### src/rtl/rcfd_pkg.sv
`timescale 1ns / 1ps
// ----------------------------------------------------------------------------
// rcfd_pkg
// Shared types and constants for the remote control frame decoder.
// ----------------------------------------------------------------------------
package rcfd_pkg;

    // Byte counter saturates here
    localparam logic [4:0] COUNT_MAX = 5'd31;

    // Stick channels
    localparam int CHAN_W = 11;
    localparam int MAG_W = 11;          // |raw - center|, up to 1024
    localparam int SCALED_W = 23;       // |raw - center| * 4096 + bias
    localparam int RECIP_W = 24;
    localparam int PROD_W = SCALED_W + RECIP_W;
    localparam int RECIP_SHIFT = 31;
    localparam int NORM_W = 16;

    localparam logic [SCALED_W-1:0] ROUND_BIAS = 23'd82;          // half of 165
    localparam logic [RECIP_W-1:0] RECIP_MUL = 24'd13015053;      // ceil(2^31 / 165)

    // Raw switch codes as sent on the line
    localparam logic [1:0] RAW_SW_KEEP = 2'd0;
    localparam logic [1:0] RAW_SW_UP = 2'd1;
    localparam logic [1:0] RAW_SW_DOWN = 2'd2;
    localparam logic [1:0] RAW_SW_MID = 2'd3;

    typedef enum logic [1:0] {
        SW_UP   = 2'd0,
        SW_MID  = 2'd1,
        SW_DOWN = 2'd2
    } t_switch;

    function automatic t_switch next_switch(input logic [1:0] raw, input t_switch prev);
        t_switch res;
        case (raw)
            RAW_SW_UP:   res = SW_UP;
            RAW_SW_MID:  res = SW_MID;
            RAW_SW_DOWN: res = SW_DOWN;
            default:     res = prev;
        endcase
        return res;
    endfunction

endpackage

### src/rtl/rcfd_byte_cell.sv
`timescale 1ns / 1ps
// ----------------------------------------------------------------------------
// rcfd_byte_cell
// One byte of the receive shift chain; takes its neighbor's byte on a shift.
// ----------------------------------------------------------------------------
module rcfd_byte_cell (
    input  logic       i_clk,
    input  logic       i_shift,
    input  logic [7:0] i_byte,
    output logic [7:0] o_byte
);

    logic [7:0] r_byte;

    always_ff @(posedge i_clk) begin
        if (i_shift) begin
            r_byte <= i_byte;
        end
    end

    assign o_byte = r_byte;

endmodule

### src/rtl/rcfd_chan_norm.sv
`timescale 1ns / 1ps
// ----------------------------------------------------------------------------
// rcfd_chan_norm
// Stick channel scaling: round((raw - 1024) * 4096 / 165) in two stages.
// ----------------------------------------------------------------------------
module rcfd_chan_norm
    import rcfd_pkg::*;
(
    input  logic                     i_clk,
    input  logic                     i_load_prod,
    input  logic                     i_load_out,
    input  logic [CHAN_W-1:0]        i_raw,
    output logic signed [NORM_W-1:0] o_norm
);

    logic                     w_neg;
    logic [MAG_W-1:0]         w_mag;
    logic [SCALED_W-1:0]      w_scaled;
    logic [NORM_W-1:0]        w_quot;

    logic                     r_neg;
    logic [PROD_W-1:0]        r_prod;
    logic signed [NORM_W-1:0] r_norm;
    logic signed [NORM_W-1:0] n_norm;

    // raw[10] set means raw >= 1024
    always_comb begin
        w_neg = ~i_raw[CHAN_W-1];
        if (w_neg) begin
            w_mag = MAG_W'(12'd1024 - {2'b00, i_raw[CHAN_W-2:0]});
        end else begin
            w_mag = {1'b0, i_raw[CHAN_W-2:0]};
        end
        w_scaled = {w_mag, 12'd0} + ROUND_BIAS;
    end

    always_ff @(posedge i_clk) begin
        if (i_load_prod) begin
            r_neg  <= w_neg;
            r_prod <= PROD_W'(w_scaled) * PROD_W'(RECIP_MUL);
        end
    end

    // reciprocal is exact for every scaled value below 2^23
    assign w_quot = r_prod[RECIP_SHIFT +: NORM_W];

    always_comb begin
        if (r_neg) begin
            n_norm = -$signed(w_quot);
        end else begin
            n_norm = $signed(w_quot);
        end
    end

    always_ff @(posedge i_clk) begin
        if (i_load_out) begin
            r_norm <= n_norm;
        end
    end

    assign o_norm = r_norm;

endmodule

### src/rtl/rc_frame_receiver_decoder.sv
`timescale 1ns / 1ps
// ----------------------------------------------------------------------------
// rc_frame_receiver_decoder
// Remote control receiver: collects UART bytes and decodes a frame on idle.
// ----------------------------------------------------------------------------
// Usage:
//   Input beat: i_cmd = 0 carries a received byte in i_byte_value, i_cmd = 1
//   marks the receive line going idle. The last FRAME_BYTES bytes sit in a
//   chain of byte cells; a saturating counter tracks bytes since last idle.
//   An idle beat with at least FRAME_BYTES bytes counted yields one result
//   beat with four scaled sticks, two switches, mouse and key fields; any
//   idle beat clears the count. Short frames give no result.
//   Throughput: one input beat per cycle while o_stall is low. A result is
//   registered first in the channel multiplier stage, then in the output
//   register.
//   While the receiver stalls, the output holds; one more result may wait in
//   the multiplier stage, after that o_stall rises until the output moves.
//   Reset clears the count, the pipeline valids and sets both switches down;
//   the byte chain is not cleared.
// ----------------------------------------------------------------------------
module rc_frame_receiver_decoder
    import rcfd_pkg::*;
#(
    parameter int FRAME_BYTES = 18
) (
    input  logic                     i_clk,
    input  logic                     i_rst_n,
    input  logic                     i_valid,
    output logic                     o_stall,
    input  logic                     i_cmd,
    input  logic [7:0]               i_byte_value,
    output logic                     o_valid,
    input  logic                     i_stall,
    output logic signed [NORM_W-1:0] o_right_row,
    output logic signed [NORM_W-1:0] o_right_col,
    output logic signed [NORM_W-1:0] o_left_row,
    output logic signed [NORM_W-1:0] o_left_col,
    output logic [1:0]               o_switch_left,
    output logic [1:0]               o_switch_right,
    output logic signed [15:0]       o_mouse_x,
    output logic signed [15:0]       o_mouse_y,
    output logic signed [15:0]       o_mouse_z,
    output logic                     o_mouse_left,
    output logic                     o_mouse_right,
    output logic [15:0]              o_key_bits
);

    localparam logic [4:0] FRAME_COUNT = 5'(FRAME_BYTES);

    logic [7:0] w_cell [FRAME_BYTES];
    logic [7:0] w_next [FRAME_BYTES];

    logic w_accept;
    logic w_shift;
    logic w_fire;
    logic w_out_load;
    logic w_s1_move;

    logic [CHAN_W-1:0] w_chan [4];
    t_switch w_sw_left;
    t_switch w_sw_right;

    logic [4:0] r_count;
    logic [4:0] n_count;
    t_switch    r_sw_left;
    t_switch    r_sw_right;
    logic       r_s1_valid;
    logic       r_out_valid;

    // stage 1 payload (non-channel fields)
    t_switch     r_s1_sw_left;
    t_switch     r_s1_sw_right;
    logic [15:0] r_s1_mouse_x;
    logic [15:0] r_s1_mouse_y;
    logic [15:0] r_s1_mouse_z;
    logic        r_s1_mouse_left;
    logic        r_s1_mouse_right;
    logic [15:0] r_s1_key_bits;

    // output payload
    t_switch     r_sw_left_out;
    t_switch     r_sw_right_out;
    logic [15:0] r_mouse_x;
    logic [15:0] r_mouse_y;
    logic [15:0] r_mouse_z;
    logic        r_mouse_left;
    logic        r_mouse_right;
    logic [15:0] r_key_bits;

    // ---------------- handshake ----------------
    assign w_out_load = ~r_out_valid | ~i_stall;
    assign w_s1_move  = w_out_load & r_s1_valid;
    assign o_stall    = r_s1_valid & ~w_out_load;
    assign w_accept   = i_valid & ~o_stall;
    assign w_shift    = w_accept & ~i_cmd;
    assign w_fire     = w_accept & i_cmd & (r_count >= FRAME_COUNT);

    // ---------------- byte chain, oldest in cell 0 ----------------
    genvar g;
    generate
        for (g = 0; g < FRAME_BYTES; g++) begin : g_cell
            if (g == FRAME_BYTES - 1) begin : g_tail
                assign w_next[g] = i_byte_value;
            end else begin : g_body
                assign w_next[g] = w_cell[g+1];
            end
            rcfd_byte_cell u_cell (
                .i_clk  (i_clk),
                .i_shift(w_shift),
                .i_byte (w_next[g]),
                .o_byte (w_cell[g])
            );
        end
    endgenerate

    // ---------------- byte counter ----------------
    always_comb begin
        n_count = r_count;
        if (w_accept) begin
            if (i_cmd) begin
                n_count = '0;
            end else if (r_count != COUNT_MAX) begin
                n_count = r_count + 5'd1;
            end
        end
    end

    // ---------------- field unpack ----------------
    assign w_chan[0] = {w_cell[1][2:0], w_cell[0]};
    assign w_chan[1] = {w_cell[2][5:0], w_cell[1][7:3]};
    assign w_chan[2] = {w_cell[4][0], w_cell[3], w_cell[2][7:6]};
    assign w_chan[3] = {w_cell[5][3:0], w_cell[4][7:1]};

    assign w_sw_right = next_switch(w_cell[5][5:4], r_sw_right);
    assign w_sw_left  = next_switch(w_cell[5][7:6], r_sw_left);

    // ---------------- control registers ----------------
    always_ff @(posedge i_clk) begin
        if (!i_rst_n) begin
            r_count     <= '0;
            r_sw_left   <= SW_DOWN;
            r_sw_right  <= SW_DOWN;
            r_s1_valid  <= 1'b0;
            r_out_valid <= 1'b0;
        end else begin
            r_count <= n_count;
            if (w_fire) begin
                r_sw_left  <= w_sw_left;
                r_sw_right <= w_sw_right;
            end
            if (w_fire) begin
                r_s1_valid <= 1'b1;
            end else if (w_out_load) begin
                r_s1_valid <= 1'b0;
            end
            if (w_out_load) begin
                r_out_valid <= r_s1_valid;
            end
        end
    end

    // ---------------- payload registers ----------------
    always_ff @(posedge i_clk) begin
        if (w_fire) begin
            r_s1_sw_left     <= w_sw_left;
            r_s1_sw_right    <= w_sw_right;
            r_s1_mouse_x     <= {w_cell[7], w_cell[6]};
            r_s1_mouse_y     <= {w_cell[9], w_cell[8]};
            r_s1_mouse_z     <= {w_cell[11], w_cell[10]};
            r_s1_mouse_left  <= |w_cell[12];
            r_s1_mouse_right <= |w_cell[13];
            r_s1_key_bits    <= {w_cell[15], w_cell[14]};
        end
        if (w_s1_move) begin
            r_sw_left_out  <= r_s1_sw_left;
            r_sw_right_out <= r_s1_sw_right;
            r_mouse_x      <= r_s1_mouse_x;
            r_mouse_y      <= r_s1_mouse_y;
            r_mouse_z      <= r_s1_mouse_z;
            r_mouse_left   <= r_s1_mouse_left;
            r_mouse_right  <= r_s1_mouse_right;
            r_key_bits     <= r_s1_key_bits;
        end
    end

    // ---------------- stick channels ----------------
    rcfd_chan_norm u_norm_right_row (
        .i_clk      (i_clk),
        .i_load_prod(w_fire),
        .i_load_out (w_s1_move),
        .i_raw      (w_chan[0]),
        .o_norm     (o_right_row)
    );

    rcfd_chan_norm u_norm_right_col (
        .i_clk      (i_clk),
        .i_load_prod(w_fire),
        .i_load_out (w_s1_move),
        .i_raw      (w_chan[1]),
        .o_norm     (o_right_col)
    );

    rcfd_chan_norm u_norm_left_row (
        .i_clk      (i_clk),
        .i_load_prod(w_fire),
        .i_load_out (w_s1_move),
        .i_raw      (w_chan[2]),
        .o_norm     (o_left_row)
    );

    rcfd_chan_norm u_norm_left_col (
        .i_clk      (i_clk),
        .i_load_prod(w_fire),
        .i_load_out (w_s1_move),
        .i_raw      (w_chan[3]),
        .o_norm     (o_left_col)
    );

    // ---------------- outputs ----------------
    assign o_valid        = r_out_valid;
    assign o_switch_left  = r_sw_left_out;
    assign o_switch_right = r_sw_right_out;
    assign o_mouse_x      = $signed(r_mouse_x);
    assign o_mouse_y      = $signed(r_mouse_y);
    assign o_mouse_z      = $signed(r_mouse_z);
    assign o_mouse_left   = r_mouse_left;
    assign o_mouse_right  = r_mouse_right;
    assign o_key_bits     = r_key_bits;

endmodule
### config.mk
export PLATFORM = sky130hd
export DESIGN_NAME = rc_frame_receiver_decoder
export DESIGN_NICKNAME = d
export VERILOG_FILES = /design/src/rtl/rcfd_pkg.sv /design/src/rtl/rcfd_byte_cell.sv /design/src/rtl/rcfd_chan_norm.sv /design/src/rtl/rc_frame_receiver_decoder.sv
export SDC_FILE = /design/constraint.sdc
export NUM_CORES = 1
export LEC_CHECK = 0
export BUFFER_PORTS_ARGS = -buffer_cell sky130_fd_sc_hd__buf_2
export CORE_UTILIZATION = 58
export DETAILED_ROUTE_END_ITERATION = 6
export HOLD_SLACK_MARGIN = 0.12
export PLACE_DENSITY_LB_ADDON = 0.12
export SLEW_MARGIN = 20
export SYNTH_ARGS = -nofsm -noshare
export SYNTH_HDL_FRONTEND = slang
export SYNTH_SLANG_ARGS = --single-unit
### constraint.sdc
create_clock -name i_clk -period 16.6 [get_ports i_clk]
set_clock_uncertainty 0.05 [all_clocks]
set_input_delay 0.83 -clock i_clk [delete_from_list [all_inputs] [get_ports i_clk]]
set_output_delay 0.83 -clock i_clk [all_outputs]
set_load 0.005 [all_outputs]
==> metrics <==
CP peak stage delay=0.63 ns; Tot Pwr=0.00491 W; Min-Delay Path Class=register to register; syn nets=3473; routability cong.=0.941; H-tree lvl count=2; dominant cell type by area after synthesis=edfxtp_1; GR Util met1=31.8%; CTS buffer count=44; number of top-level pins=149; synthesis-stage register bit count=427; Post-Synth Adder-Cell Area=38.7%; Synth Cell Area=31600 sq um; post-synthesis sequential area ratio=40.2%; post-route worst setup slack=9.26 ns; fmax=0.136 GHz; Clock Latency Late Sink=0.59 ns; dpl hpwl=49600 microns; Reg-to-Reg Start=g_cell[4].u_cell.o_byte[1]; Leak=16.6 nW; status=finished clean; met3 Use GR=2.59%; main flop type after synthesis=edfxtp_1; postcts setup bufs=0; CTS max path bufs=3; largest net degree at the start of global routing=90; drt total wl=60800 microns; CP endpoint kind=register; VDD IR-drop max=0.168 mV; TritonRoute pass-1 iters=7; worst slack at placement=9.26 ns; CTS tree=done; DRC=0; gr usage total=22.8%; vias in the first global route=19.4k; Syn Area/Cell=12.2 sq um; layout filler cell count=4191; clk sink count=427; R2R Setup Slk=9.26 ns; post-layout util=64.4%; final setup TNS=0 ns; largest family of logic cells by synthesized area=adder cells; Max Slew Vio Count=0; most common cell after layout, fill and taps aside=ha_1; ANT nets after route=0; met2 Use GR=38.3%; initial antenna violation count=0; First DRT Iteration DRCs=766; critical path buffer and inverter count=5; CP max-delay cell=edfxtp_1; Worst Path Arrival=7.62 ns; Crit path max-delay family=adder cells; simple-gate share of the synthesized area=4.81%; hold_buf cts=0; RSZ-0062 raised after global routing=false; hold depth=0; routed length per placed instance=17.4 microns; Rows=85; final count of hold timing violations=0; post-DR vias/cell=5.35; most frequent cells in the layout=708 x ha_1, 558 x inv_1, 416 x edfxtp_1; Port Buffers=148; layout cells sized above 1=8.80%; final period utilization=44.2%; compound-gate portion of the synthesized area=5.07%; startpoint types=register; top cells by area, synth=edfxtp_1 40%, ha_1 28%, fa_1 11%, inv_1 6.6%, xnor2_1 2.9%; Synth Area in XOR/XNOR=4.32%; synth-to-layout area growth=9.72%; crit path kind=register to register; Final nets=3666; Mapped Cells=2584; reg2reg path depth=25; routed via count=18.7k; Final Setup Violations=0; Die ar.=55400 sq um; Hold Crit Endpoint=o_mouse_z[13]; global-route wire length before repair=99800 microns; hold_sp=r_s1_mouse_z[13]; Initial Util=58.7%; worst path required time=16.88 ns; CP Max Fanout=10; max-cap violations=0; Async SR Flop Fraction=0%; Synth cell types=59; multiplexer share of the synthesized area=0.143%; Worst R2R End=u_norm_left_col.r_prod[43]; number of synthesized flops with an enable pin=416; clock-pin slew on the worst setup and hold paths=0.06 ns; die height=235 microns; core area=53800 sq um; Post-CTS Resized=0; Yosys warnings=0; PD cells=142 nW/um^2; Period minus WS final=7.34 ns; top cell type's share of synthesized area=39.5%; Die X=235 microns; Max-slew headroom=33.9%; grt ovf=0; GRT Max-Usage Layer=met2; Root Buffer=clkbuf_16; worst slew pin tran=0.991 ns
[area by class of cell]
class,instances,area (sq um),share of cell area [%]
clock inverter,28,294,0.848
inverter,559,2100,6.07
sequential,427,12700,36.7
tap,696,871,2.51
clock buffer,48,1120,3.22
multi-input combinational,1590,16800,48.4
antenna,1,2.50,0.00722
timing repair buffer,155,797,2.30
[power breakdown]
| group | internal (W) | total (W) | switching, W |
|---|---|---|---|
| Sequential | 0.00130 | 0.00131 | 0.0000119 |
| Clock | 0.000538 | 0.000951 | 0.000413 |
| Combinational | 0.00118 | 0.00264 | 0.00146 |
[worst max-delay path by stage]
stage                                          start                          to  slack [ns]  depth (start not counted)
final                     g_cell[4].u_cell.o_byte[1]  u_norm_left_col.r_prod[43]        9.26                         25
after global routing      g_cell[4].u_cell.o_byte[1]  u_norm_left_col.r_prod[43]        8.78                         25
after CTS                 g_cell[4].u_cell.o_byte[1]  u_norm_left_col.r_prod[43]        9.25                         25
after detailed placement  g_cell[4].u_cell.o_byte[1]  u_norm_left_col.r_prod[43]        9.26                         25
after global placement    g_cell[4].u_cell.o_byte[1]  u_norm_left_col.r_prod[43]        9.38                         25
after floorplan                              i_stall                r_sw_left[1]        4.61                          6
[cell usage after synthesis (3+ instances only)]
cell	count
a211oi_1	9
a21boi_0	3
a21o_1	24
a21oi_1	75
a311o_1	4
a311oi_1	3
a31oi_1	6
and2_1	5
and3_1	7
and4_1	5
clkbuf_1	8
dfxtp_1	11
edfxtp_1	416
fa_1	168
ha_1	708
inv_1	559
mux2_2	4
nand2_1	74
nand2b_1	12
nand3_1	12
nand4_1	12
nor2_1	76
nor2b_1	11
nor3_1	38
nor3b_1	4
nor4_1	19
o211ai_1	6
o21a_1	11
o21ai_0	53
o21bai_1	3
o221ai_1	3
o31a_1	3
o31ai_1	18
o41ai_1	6
or2_2	14
or3_1	7
or4_1	6
xnor2_1	103
xor2_1	53
[kinds of logic (layout without fill, tap and decap cells)]
| group | count (synthesis) | count (layout) |
|---|---|---|
| buffers and inverters | 567 | 790 |
| adder cells (fa/ha/maj) | 876 | 876 |
| flip-flops | 427 | 427 |
| multiplexers | 4 | 4 |
| AND/OR/NAND/NOR | 307 | 307 |
| other | 0 | 1 |
| XOR/XNOR | 156 | 156 |
| AO/OA/AOI/OAI | 247 | 247 |
[worst reg2reg max path: cells and delay by family, from the launching register on]
family	cells	cell delay (ns)
buf+inv	5	0.50
simple gates	2	0.47
compound gates	7	1.42
fa+ha+maj	9	3.49
flops	1	0.63
xor+xnor	2	0.57
[layer usage]
metal  part of all wire [%]  up-vias
li1                       -     9278
met1                     48     9152
met2                     48      252
met3                    3.0       55
met4                    1.8        0
met5                      0        -
[flip-flops by register name, indices dropped and copies added, names as in the netlist, 5 cells and up]
| name | cells |
|---|---|
| u_norm_right_row.r_prod | 16 |
| r_s1_mouse_y | 16 |
| u_norm_left_col.o_norm | 16 |
| r_s1_mouse_z | 16 |
| g_cell.u_cell.o_byte | 144 |
| u_norm_left_row.r_prod | 16 |
| u_norm_right_col.o_norm | 16 |
| u_norm_right_col.r_prod | 16 |
| r_s1_key_bits | 16 |
| o_mouse_z | 16 |
| u_norm_left_row.o_norm | 16 |
| o_mouse_x | 16 |
| r_s1_mouse_x | 16 |
| u_norm_right_row.o_norm | 16 |
| o_key_bits | 16 |
| o_mouse_y | 16 |
| r_count | 5 |
| u_norm_left_col.r_prod | 16 |
[stage by stage]
stage / hold slack, ns / std cells / cell area [sq um]
after floorplan: 0.350 / 2584 / 31600
after global placement: 0.352 / 3427 / 33200
after detailed placement: 0.355 / 3427 / 33200
after CTS: 0.346 / 3503 / 34700
after global routing: 0.348 / 3503 / 34700
final: 0.357 / 3504 / 34700
(Power assumes the default switching activity.)
